File: src/rtl/assert_macros.svh
// assertion macros shared by the rtl modules
`ifndef ASSERT_MACROS_SVH
`define ASSERT_MACROS_SVH

// property that holds at every clock edge outside reset
`define ASSERT_ALWAYS(lbl, prop, msg) \
	lbl: assert property (@(posedge clk) disable iff (!arst_n) (prop)) \
		else $error(msg);

// consequence that must hold in the cycle after the antecedent
`define ASSERT_NEXT(lbl, ante, cons, msg) \
	lbl: assert property (@(posedge clk) disable iff (!arst_n) (ante) |=> (cons)) \
		else $error(msg);

`endif

File: src/rtl/bdeb_pkg.sv
// shared types and constants for the button debounce event buffer
package bdeb_pkg;

	// default sizes
	localparam int NUM_BUTTONS_DEF = 64;
	localparam int EVENT_DEPTH_DEF = 16;

	// fixed field widths
	localparam int LEVELS_W = 64;
	localparam int BUTTON_W = 6;
	localparam int THR_W    = 8;
	localparam int EV_W     = BUTTON_W + 1;

	localparam logic [THR_W-1:0] THR_RESET = 8'd3;

	// input item modes
	localparam logic MODE_SCAN = 1'b0;
	localparam logic MODE_POP  = 1'b1;

	// event word: pressed in the top bit, button index below
	typedef struct packed {
		logic                pressed;
		logic [BUTTON_W-1:0] button;
	} bdeb_event_t;

	// scan unit to event buffer
	typedef struct packed {
		logic        push;
		bdeb_event_t ev;
	} bdeb_push_t;

	// event buffer status toward the control
	typedef struct packed {
		logic        hit;
		bdeb_event_t ev;
		logic        full;
	} bdeb_fifo_stat_t;

	// control states
	typedef enum logic [1:0] {
		ST_IDLE,
		ST_SCAN,
		ST_DONE
	} bdeb_state_t;

endpackage

File: src/rtl/button_debounce_event_buffer.sv
// button debounce event buffer top level
// Input channel (in_valid / in_stall) takes one word: mode and levels.
//   mode scan: levels hold one bit per button; each button is filtered in
//   index order, one button per clock, and accepted level changes are
//   appended to the event buffer (dropped once it is full).
//   mode pop: returns the oldest unread event, or no event and an empty
//   buffer when everything has been read.
// Output channel (out_valid / out_stall) gives exactly one word per input:
//   event_valid, event_button, event_pressed, any_pressed, buffer_full.
// Sequence: a scan passes through ST_SCAN, where the serial pass over the
//   buttons runs, and then ST_DONE; a pop goes from ST_IDLE straight to
//   ST_DONE. ST_DONE loads the result into the output register and returns
//   to ST_IDLE, and a new word is taken only in ST_IDLE, so the block does
//   not accept the next word before the previous result is registered.
// The output register holds a result while out_stall is high; the block
//   finishes the next word and then waits until that register is free.
// cfg_wr_en / cfg_wr_data write the filter threshold (reset value 3); write
//   it only while the block is idle.
// Reset clears stable levels, counters, the buffer fill state and the
//   output valid; buffer contents are not cleared.
`include "assert_macros.svh"

module button_debounce_event_buffer #(
	parameter int NUM_BUTTONS = bdeb_pkg::NUM_BUTTONS_DEF,
	parameter int EVENT_DEPTH = bdeb_pkg::EVENT_DEPTH_DEF
) (
	input  logic                           clk,
	input  logic                           arst_n,
	// configuration
	input  logic                           cfg_wr_en,
	input  logic [bdeb_pkg::THR_W-1:0]     cfg_wr_data,
	// input channel
	input  logic                           in_valid,
	output logic                           in_stall,
	input  logic                           mode,
	input  logic [bdeb_pkg::LEVELS_W-1:0]  levels,
	// output channel
	output logic                           out_valid,
	input  logic                           out_stall,
	output logic                           event_valid,
	output logic [bdeb_pkg::BUTTON_W-1:0]  event_button,
	output logic                           event_pressed,
	output logic                           any_pressed,
	output logic                           buffer_full
);

	bdeb_pkg::bdeb_state_t     state_q;
	bdeb_pkg::bdeb_state_t     state_nx;
	bdeb_pkg::bdeb_push_t      push;
	bdeb_pkg::bdeb_fifo_stat_t stat;

	logic [bdeb_pkg::THR_W-1:0] thr_q;
	logic                       mode_q;
	logic                       in_acc;
	logic                       scan_start;
	logic                       pop_req;
	logic                       scan_done;
	logic                       scan_any;
	logic                       out_free;
	logic                       out_load;

	logic                          out_valid_q;
	logic                          ev_valid_q;
	logic [bdeb_pkg::BUTTON_W-1:0] ev_button_q;
	logic                          ev_pressed_q;
	logic                          any_q;
	logic                          full_q;

	// threshold register
	always_ff @(posedge clk or negedge arst_n) begin
		if (!arst_n) begin
			thr_q <= bdeb_pkg::THR_RESET;
		end else if (cfg_wr_en) begin
			thr_q <= cfg_wr_data;
		end
	end

	assign in_acc     = in_valid && !in_stall;
	assign scan_start = in_acc && (mode == bdeb_pkg::MODE_SCAN);
	assign pop_req    = in_acc && (mode == bdeb_pkg::MODE_POP);
	assign out_free   = !out_valid_q || !out_stall;

	// control state register
	always_ff @(posedge clk or negedge arst_n) begin
		if (!arst_n) begin
			state_q <= bdeb_pkg::ST_IDLE;
		end else begin
			state_q <= state_nx;
		end
	end

	// next state and handshake
	always_comb begin
		state_nx = state_q;
		in_stall = 1'b1;
		out_load = 1'b0;
		unique case (state_q)
			bdeb_pkg::ST_IDLE: begin
				in_stall = 1'b0;
				if (in_valid) begin
					state_nx = (mode == bdeb_pkg::MODE_SCAN) ? bdeb_pkg::ST_SCAN
						: bdeb_pkg::ST_DONE;
				end
			end
			bdeb_pkg::ST_SCAN: begin
				if (scan_done) begin
					state_nx = bdeb_pkg::ST_DONE;
				end
			end
			bdeb_pkg::ST_DONE: begin
				if (out_free) begin
					out_load = 1'b1;
					state_nx = bdeb_pkg::ST_IDLE;
				end
			end
			default: begin
				state_nx = bdeb_pkg::ST_IDLE;
			end
		endcase
	end

	// mode of the word in flight
	always_ff @(posedge clk) begin
		if (in_acc) begin
			mode_q <= mode;
		end
	end

	bdeb_scan #(
		.NUM_BUTTONS(NUM_BUTTONS)
	) u_scan (
		.clk        (clk),
		.arst_n     (arst_n),
		.start      (scan_start),
		.levels     (levels),
		.thr        (thr_q),
		.push       (push),
		.done       (scan_done),
		.any_pressed(scan_any)
	);

	bdeb_fifo #(
		.EVENT_DEPTH(EVENT_DEPTH)
	) u_fifo (
		.clk   (clk),
		.arst_n(arst_n),
		.push  (push),
		.pop   (pop_req),
		.stat  (stat)
	);

	// output valid
	always_ff @(posedge clk or negedge arst_n) begin
		if (!arst_n) begin
			out_valid_q <= 1'b0;
		end else if (out_load) begin
			out_valid_q <= 1'b1;
		end else if (!out_stall) begin
			out_valid_q <= 1'b0;
		end
	end

	// output word
	always_ff @(posedge clk) begin
		if (out_load) begin
			if (mode_q == bdeb_pkg::MODE_POP) begin
				ev_valid_q   <= stat.hit;
				ev_button_q  <= stat.ev.button;
				ev_pressed_q <= stat.ev.pressed;
			end else begin
				ev_valid_q   <= 1'b0;
				ev_button_q  <= '0;
				ev_pressed_q <= 1'b0;
			end
			any_q  <= scan_any;
			full_q <= stat.full;
		end
	end

	assign out_valid     = out_valid_q;
	assign event_valid   = ev_valid_q;
	assign event_button  = ev_button_q;
	assign event_pressed = ev_pressed_q;
	assign any_pressed   = any_q;
	assign buffer_full   = full_q;

	`ASSERT_NEXT(a_done_loads, state_q == bdeb_pkg::ST_DONE && out_free, out_valid_q && state_q == bdeb_pkg::ST_IDLE, "finished word did not reach the output register")

endmodule

File: src/rtl/bdeb_scan.sv
// bit-serial debounce unit: one button per cycle through circulating registers
`include "assert_macros.svh"

module bdeb_scan #(
	parameter int NUM_BUTTONS = bdeb_pkg::NUM_BUTTONS_DEF
) (
	input  logic                           clk,
	input  logic                           arst_n,
	input  logic                           start,
	input  logic [bdeb_pkg::LEVELS_W-1:0]  levels,
	input  logic [bdeb_pkg::THR_W-1:0]     thr,
	output bdeb_pkg::bdeb_push_t           push,
	output logic                           done,
	output logic                           any_pressed
);

	localparam int IDX_W = (NUM_BUTTONS > 1) ? $clog2(NUM_BUTTONS) : 1;

	logic [NUM_BUTTONS-1:0]         lvl_q;
	logic [NUM_BUTTONS-1:0]         stable_q;
	logic [bdeb_pkg::THR_W-1:0]     cnt_q [NUM_BUTTONS];
	logic [IDX_W-1:0]               idx_q;
	logic                           busy_q;
	logic                           any_acc_q;
	logic                           any_q;

	logic                           lv;
	logic                           diff;
	logic                           flip;
	logic                           new_st;
	logic [bdeb_pkg::THR_W-1:0]     new_cnt;

	// per-button decision at the head of the ring
	always_comb begin
		lv      = lvl_q[0];
		diff    = lv ^ stable_q[0];
		flip    = diff && (cnt_q[0] >= thr);
		new_st  = flip ? lv : stable_q[0];
		if (flip) begin
			new_cnt = '0;
		end else if (diff) begin
			new_cnt = cnt_q[0] + 1'b1;
		end else begin
			new_cnt = cnt_q[0];
		end
	end

	assign done = busy_q && (idx_q == IDX_W'(NUM_BUTTONS - 1));

	// event toward the buffer
	always_comb begin
		push            = '0;
		push.push       = busy_q && flip;
		push.ev.pressed = lv;
		push.ev.button  = bdeb_pkg::BUTTON_W'(idx_q);
	end

	// sequencing of one pass over all buttons
	always_ff @(posedge clk or negedge arst_n) begin
		if (!arst_n) begin
			busy_q    <= 1'b0;
			idx_q     <= '0;
			any_acc_q <= 1'b0;
			any_q     <= 1'b0;
		end else if (start) begin
			busy_q    <= 1'b1;
			idx_q     <= '0;
			any_acc_q <= 1'b0;
		end else if (busy_q) begin
			any_acc_q <= any_acc_q | new_st;
			if (done) begin
				busy_q <= 1'b0;
				any_q  <= any_acc_q | new_st;
			end else begin
				idx_q <= idx_q + 1'b1;
			end
		end
	end

	// stable levels and counters rotate once per pass
	always_ff @(posedge clk or negedge arst_n) begin
		if (!arst_n) begin
			stable_q <= '0;
			for (int i = 0; i < NUM_BUTTONS; i++) begin
				cnt_q[i] <= '0;
			end
		end else if (busy_q) begin
			for (int i = 0; i < NUM_BUTTONS - 1; i++) begin
				stable_q[i] <= stable_q[i+1];
				cnt_q[i]    <= cnt_q[i+1];
			end
			stable_q[NUM_BUTTONS-1] <= new_st;
			cnt_q[NUM_BUTTONS-1]    <= new_cnt;
		end
	end

	// raw levels shift out one bit per cycle while a pass is running
	always_ff @(posedge clk) begin
		if (start) begin
			lvl_q <= levels[NUM_BUTTONS-1:0];
		end else if (busy_q) begin
			for (int i = 0; i < NUM_BUTTONS - 1; i++) begin
				lvl_q[i] <= lvl_q[i+1];
			end
			lvl_q[NUM_BUTTONS-1] <= 1'b0;
		end
	end

	assign any_pressed = any_q;

	`ASSERT_ALWAYS(a_start_idle, !(start && busy_q), "scan started while a pass is running")
	`ASSERT_NEXT(a_done_ends, done, !busy_q, "scan unit still busy after its last button")

endmodule

File: src/rtl/bdeb_fifo.sv
// event buffer: fill-count store with registered read
`include "assert_macros.svh"

module bdeb_fifo #(
	parameter int EVENT_DEPTH = bdeb_pkg::EVENT_DEPTH_DEF
) (
	input  logic                          clk,
	input  logic                          arst_n,
	input  bdeb_pkg::bdeb_push_t          push,
	input  logic                          pop,
	output bdeb_pkg::bdeb_fifo_stat_t     stat
);

	localparam int CNT_W = $clog2(EVENT_DEPTH + 1);
	localparam int AW    = (EVENT_DEPTH > 1) ? $clog2(EVENT_DEPTH) : 1;
	localparam logic [CNT_W-1:0] DEPTH_C = CNT_W'(EVENT_DEPTH);

	bdeb_pkg::bdeb_event_t mem [EVENT_DEPTH];
	bdeb_pkg::bdeb_event_t rd_data_q;
	logic [CNT_W-1:0]      count_q;
	logic [CNT_W-1:0]      rd_q;
	logic                  hit_q;
	logic                  hit;
	logic                  full;

	assign full = (count_q == DEPTH_C);
	assign hit  = (rd_q < count_q);

	// fill count and read position
	always_ff @(posedge clk or negedge arst_n) begin
		if (!arst_n) begin
			count_q <= '0;
			rd_q    <= '0;
			hit_q   <= 1'b0;
		end else if (pop) begin
			hit_q <= hit;
			if (hit) begin
				rd_q <= rd_q + 1'b1;
			end else begin
				rd_q    <= '0;
				count_q <= '0;
			end
		end else if (push.push && !full) begin
			count_q <= count_q + 1'b1;
		end
	end

	// storage write, events beyond the depth are dropped
	always_ff @(posedge clk) begin
		if (push.push && !full) begin
			mem[count_q[AW-1:0]] <= push.ev;
		end
	end

	// registered read of the oldest unread event
	always_ff @(posedge clk) begin
		if (pop && hit) begin
			rd_data_q <= mem[rd_q[AW-1:0]];
		end
	end

	always_comb begin
		stat      = '0;
		stat.hit  = hit_q;
		stat.ev   = hit_q ? rd_data_q : '0;
		stat.full = full;
	end

	`ASSERT_ALWAYS(a_cnt_bound, count_q <= DEPTH_C && rd_q <= count_q, "fill count out of range")
	`ASSERT_NEXT(a_drain_clears, pop && !hit, count_q == '0 && rd_q == '0 && !hit_q, "drained pop did not empty the buffer")
	`ASSERT_NEXT(a_pop_advance, pop && hit, rd_q == $past(rd_q) + 1'b1 && hit_q, "pop did not advance the read position")

endmodule
File: config.mk
export PLATFORM = sky130hd
export DESIGN_NAME = button_debounce_event_buffer
export DESIGN_NICKNAME = d
export VERILOG_FILES = /design/src/rtl/bdeb_pkg.sv /design/src/rtl/button_debounce_event_buffer.sv /design/src/rtl/bdeb_scan.sv /design/src/rtl/bdeb_fifo.sv
export VERILOG_INCLUDE_DIRS = /design/src /design/src/rtl
export SDC_FILE = /design/constraint.sdc
export NUM_CORES = 1
export LEC_CHECK = 0
export BUFFER_PORTS_ARGS = -buffer_cell sky130_fd_sc_hd__buf_2
export CAP_MARGIN = 15
export CORE_UTILIZATION = 45
export DETAILED_ROUTE_END_ITERATION = 6
export GPL_ROUTABILITY_DRIVEN = 0
export GPL_TIMING_DRIVEN = 0
export PLACE_DENSITY = 0.68
export SLEW_MARGIN = 25
export SYNTH_ARGS = -nofsm -noshare
export SYNTH_HDL_FRONTEND = slang
export SYNTH_SLANG_ARGS = --single-unit
File: constraint.sdc
create_clock -name clk -period 4.5 [get_ports clk]
set_input_delay 0.45 -clock clk [delete_from_list [all_inputs] [get_ports clk]]
set_output_delay 0.45 -clock clk [all_outputs]
set_load 0.03 [all_outputs]
* Word level (Yosys, flattened, before mapping)
Memory sizes are Yosys's and may differ from the RTL's. A register that Yosys moved wholly into a read port is not among the register bits. Cells that the tools add are included.
Cells by class: add/sub/neg operators 4, magnitude comparators 2, equality and inequality tests 10, muxes and demuxes 29, bitwise gates (word level) 4, reductions and logical operators 20
Operators with widths (number):
- $mux 64 | 2
- $mux 5 | 4
- $mux 6 | 3
- $mux 8 | 2
- $mux 1 | 13
- $add 5x1->5 const B | 2
- $ne 2x2->1 const B | 5
- $add 8x1->8 const B | 1
- $ge 8x8->1 | 1
- $logic_and 1x1->1 | 8
- $mux 2 | 4
- $add 6x1->6 const B | 1
- $eq 6x6->1 const B | 1
- $pmux 2 s3 | 1
- $reduce_and 2->1 | 3
- $reduce_and 3->1 | 2
- $eq 5x5->1 const B | 1
- $lt 5x5->1 | 1
- $reduce_bool 2->1 | 2
- $logic_not 1->1 | 3
- $eq 2x1->1 const B | 1
- $eq 2x2->1 const B | 1
- $logic_not 2->1 | 1
- $ne 2x1->1 const B | 1
- 4 further kinds | 5
Storage, ports and cells: register bits after elaboration 682, RAM bits 112, input bits 78, logic and storage cells 152, memories 1
Memories:
- u_fifo.mem | words 16, bits a word 7, read ports 1, clocked after memory_dff 1, write ports 1, RTL line bdeb_fifo.sv:18 | bdeb_pkg::bdeb_event_t mem [EVENT_DEPTH];

* Longest topological paths before layout
word-level depth 6, mapped depth 9, depth with buffers taken out 8

* Cells and area by module
Synthesis repeated with hierarchy kept, for this count alone.
Unflattened totals: cell total of the unflattened synthesis 1796, area total of the unflattened synthesis 30844.6 um^2
By module, submodules not included:
- bdeb_scan | instances 1, cells an instance 1462, area each 24770.0 um^2, seq. area each 16560.9 um^2
- bdeb_fifo | instances 1, cells an instance 281, area each 5226.3 um^2, seq. area each 3848.7 um^2
- button_debounce_event_buffer | instances 1, cells an instance 53, area each 848.3 um^2, seq. area each 608.1 um^2

* Least setup slack after synthesis
No wires, ideal clock.
kind reg2reg, from register thr_q[1] in the netlist's numbering, to memory u_fifo.mem[9][0] in the netlist's numbering (enable), arrival time 2.200 ns, slack 1.918 ns, cell stages (with the launch flop) 7, path buffers 0, clock period less this slack 2.582 ns, cells stage by stage dfstp_2 inv_1 ha_1 a2111oi_1 o31ai_4 nand4_4 nor3b_1
Between the ends: word-level cells in the longest chain between the ends 6
RTL lines:
- start: declaration | RTL line button_debounce_event_buffer.sv:52 | logic [bdeb_pkg::THR_W-1:0] thr_q;
- start signal: assignment | RTL line button_debounce_event_buffer.sv:72 | thr_q <= bdeb_pkg::THR_RESET;
- start signal: assignment | RTL line button_debounce_event_buffer.sv:74 | thr_q <= cfg_wr_data;
- $ge 8x8->1 | RTL line bdeb_scan.sv:37 | flip = diff && (cnt_q[0] >= thr);
- $logic_and 1x1->1 | RTL line bdeb_scan.sv:37
- $logic_and 1x1->1 | RTL line bdeb_scan.sv:53 | push.push = busy_q && flip;
- $logic_and 1x1->1 | RTL line bdeb_fifo.sv:50 | if (push.push && !full) begin
- $mux 1 | RTL line bdeb_fifo.sv:50
- $mux 1 (not written as such) | RTL line bdeb_fifo.sv:51 | mem[count_q[AW-1:0]] <= push.ev;
- end: declaration | RTL line bdeb_fifo.sv:18
Every way passes these cells.

* Final worst setup path
from register u_scan.busy_q, to register u_scan.lvl_q[43] (enable)
Between the ends: word-level cells in the longest chain between the ends 1
RTL lines:
- start: declaration | RTL line bdeb_scan.sv:23 | logic busy_q;
- start signal: assignment | RTL line bdeb_scan.sv:61 | busy_q <= 1'b0;
- start signal: assignment | RTL line bdeb_scan.sv:66 | busy_q <= 1'b1;
- start signal: assignment | RTL line bdeb_scan.sv:72 | busy_q <= 1'b0;
- $reduce_bool 2->1 (no source line)
- end signal: assignment | RTL line bdeb_scan.sv:100 | lvl_q <= levels[NUM_BUTTONS-1:0];
- end signal: indexed assignment | RTL line bdeb_scan.sv:103 | lvl_q[i] <= lvl_q[i+1];
- end: declaration | RTL line bdeb_scan.sv:19 | logic [NUM_BUTTONS-1:0] lvl_q;
Every way passes these cells. A chain may end at the register's enable or synchronous reset.

==> impl_metrics.env <==
export IMPL_setup_viol=0
export IMPL_clk_latency_ns=0.62
export IMPL_seq_area_frac_synth=0.685
export IMPL_design_area_um2=35100
export IMPL_yosysUniqueCellTypes=48
export IMPL_critPathMaxFanout=64
export IMPL_synthArstFlopShare=0.758
export IMPL_cp_start_kind="flop"
export IMPL_die_w_um=263
export IMPL_synth_area_per_cell_um2=17.2
export IMPL_worstMarginPinSlew_ns=0.939
export IMPL_finalClockSkew_ns=0.0228
export IMPL_vias_per_cell=5.11
export IMPL_cts_tree="done"
export IMPL_clk_pin_slew_ns=0.06
export IMPL_p_clk_frac=0.362
export IMPL_cts_root_buf="clkbuf_16"
export IMPL_initial_core_util=0.456
export IMPL_dpl_cell_area_um2=32400
export IMPL_htree_levels=3
export IMPL_timing_slew_headroom=0.374
export IMPL_leakagePower_uw=0.0163
export IMPL_fin_setup_tns_ns=0
export IMPL_ys_seq_elements=801
export IMPL_dpl_hpwl_mm=32.6
export IMPL_clk_path_buf_depth=3
export IMPL_coreArea_um2=67300
export IMPL_drt_first_pass_iters=5
export IMPL_num_rows=95
export IMPL_post_route_util=0.522
export IMPL_routed_wl_mm=49.2
export IMPL_cts_sinks=801
export IMPL_power_density_nw_per_um2=518
export IMPL_status="finished, final reports clean"
export IMPL_die_h_um=263
export IMPL_slew_viol_final=0
export IMPL_switchingPower_uw=4310
export IMPL_antenna_found_initial=4
export IMPL_grt_ovfl_total=0
export IMPL_vdd_drop_max_v=0.000260
export IMPL_drive_gt1_frac=0.456
export IMPL_fin_nets=2060
export IMPL_rsz0062_at_grt="false"
export IMPL_cp_arrival_ns=3.41
export IMPL_ys_warn_count=0
export IMPL_cts_resized=0
export IMPL_drt_initial_drc_count=829
export IMPL_p_comb_frac=0.115
export IMPL_syn_area_um2=30700
export IMPL_portBuffers=89
export IMPL_synth_nets=1880
export IMPL_synthCells=1783
export IMPL_cts_buffers=81
export IMPL_critPathKind="flop to flop"
export IMPL_die_area_um2=69300
export IMPL_ios=90
export IMPL_synth_ff_type="dfrtp_1"
export IMPL_vias=14900
export IMPL_hold_path_class="input pin to flop"
export IMPL_finalHoldViolations=0
export IMPL_power_frac_seq=0.522
export IMPL_drcViolationCount=0
export IMPL_area_growth_pct=14.5
export IMPL_synth_edf_count=194
export IMPL_crit_required_ns=4.75
export IMPL_fmax_mhz=316
export IMPL_total_power_uw=18200
export IMPL_drv_cap=0
export IMPL_switching_share=0.237
export IMPL_min_period_over_period=0.703
export IMPL_track_usage=0.148
export IMPL_period_needed_ns=3.16
export IMPL_grt_max_degree=103
export IMPL_intPower_uw=13900
export IMPL_grt_pass1_wl_mm=83.5
export IMPL_routedWlPerCell_um=16.9
export IMPL_end_kind="flop"
export IMPL_grt_pass1_vias=15800
export IMPL_drtAntennaViolNets=0
## worst max-delay path: stages, from the launching register on
cell,delay [ns]
dfrtp_1,0.35
clkbuf_8,0.19
clkbuf_1,0.56
clkbuf_1,0.39
clkbuf_1,0.48
or2_4,0.78
## synthesized netlist by cell type (3+ instances only)
cell	number	area share
mux2_2	630	0.23
dfrtp_1	605	0.49
edfxtp_1	194	0.19
clkbuf_1	66	0.0081
nand2_1	38	0.0046
mux4_2	35	0.026
nor2_1	29	0.0035
o21ai_0	21	0.0034
inv_1	20	0.0024
ha_1	19	0.0077
buf_2	18	0.0029
a21oi_1	14	0.0023
and3_1	12	0.0024
nor3_1	9	0.0015
xnor2_1	7	0.0020
nand4_1	6	0.0012
xor2_1	5	0.0014
a31oi_1	4	0.00082
and2_1	4	0.00082
clkbuf_8	4	0.0018
nand2b_1	4	0.00082
o22ai_1	4	0.00082
mux2i_1	3	0.00098
## logic make-up (layout without fill, tap and decap cells)
| kind of cell | after synthesis | in the layout | synth area share |
|---|---|---|---|
| multiplexers | 668 | 668 | 0.258 |
| XOR/XNOR | 13 | 13 | 0.00395 |
| flip-flops | 801 | 801 | 0.685 |
| buffers and inverters | 109 | 356 | 0.0154 |
| AO/OA/AOI/OAI | 56 | 56 | 0.0111 |
| other | 0 | 2 | 0 |
| AND/OR/NAND/NOR | 117 | 117 | 0.0193 |
| adder cells (fa/ha/maj) | 19 | 19 | 0.00775 |
## metal layers
layer	global-route usage	wire, um
met5	0	25
met4	0.0493	961
met3	0.0285	2020
met2	0.228	22800
met1	0.210	23500
## power by group through the flow
stage	Sequential [uW]	Combinational, uW	Clock, uW
floorplan	9400	1600	0
global placement	9600	2000	0
detailed placement	9660	2120	0
CTS	9530	2140	6800
global route	9680	2310	7100
finish	9510	2100	6600
## placed cells by master, fill, tap and decap left out, types with 19 or more instances in the layout
cell type | Yosys | routed
mux2_2 | 630 | 630
dfrtp_1 | 605 | 605
edfxtp_1 | 194 | 194
buf_2 | 18 | 106
clkbuf_1 | 66 | 85
clkbuf_16 | 0 | 82
nand2_1 | 38 | 38
mux4_2 | 35 | 35
nor2_1 | 29 | 29
o21ai_0 | 21 | 21
inv_1 | 20 | 20
clkbuf_8 | 4 | 19
ha_1 | 19 | 19
## sequential cells by signal, indices dropped and copies added (netlist names), 2 cells and up
register and flops:
event_button 6, state_q 2, thr_q 8, u_fifo.count_q 5, u_fifo.mem 112, u_fifo.rd_data_q 7, u_fifo.rd_q 5, u_scan.cnt_q 512
u_scan.idx_q 6, u_scan.lvl_q 64, u_scan.stable_q 64
## layout make-up
cell class	instances	area, um^2
repair buffers	97	641
well taps	873	1090
plain buffers	88	393
inverters	21	78.8
flip-flops and latches	801	21000
clock buffers	117	2340
multi-input cells	873	9230
fillers	5417	32100
diodes	2	5.00
clock inverters	33	345
## final timing paths
kind / cells past startpoint / slack [ns] / startpoint / end
min in group asynchronous: 2 / 0.39 / arst_n / u_scan.cnt_q[250]
min reg2reg: 0 / 0.47 / u_scan.any_pressed / any_pressed
min: 3 / 0.06 / out_stall / out_valid
max in group asynchronous: 5 / 2.30 / arst_n / u_scan.stable_q[49]
max: 5 / 1.34 / u_scan.busy_q / u_scan.lvl_q[43]
max reg2reg: 5 / 1.34 / u_scan.busy_q / u_scan.lvl_q[43]
## per-stage QoR
step	cells	setup slack [ns]	hold WS (ns)
2_1_floorplan	1783	1.92	0.154
3_3_place_gp	2745	-8.86	0.468
3_5_place_dp	2751	1.27	0.454
4_1_cts	2903	1.27	0.0198
5_1_grt	2903	1.16	0.0508
6_report	2905	1.34	0.0614
## what timing repair did
item	in CTS	in global routing
endpoints found under the setup margin	0	0
hold endpoints to repair	69	0
hold buffers	2	0
setup buffers	0	0
No activity file was read; power rests on OpenSTA's default activity.
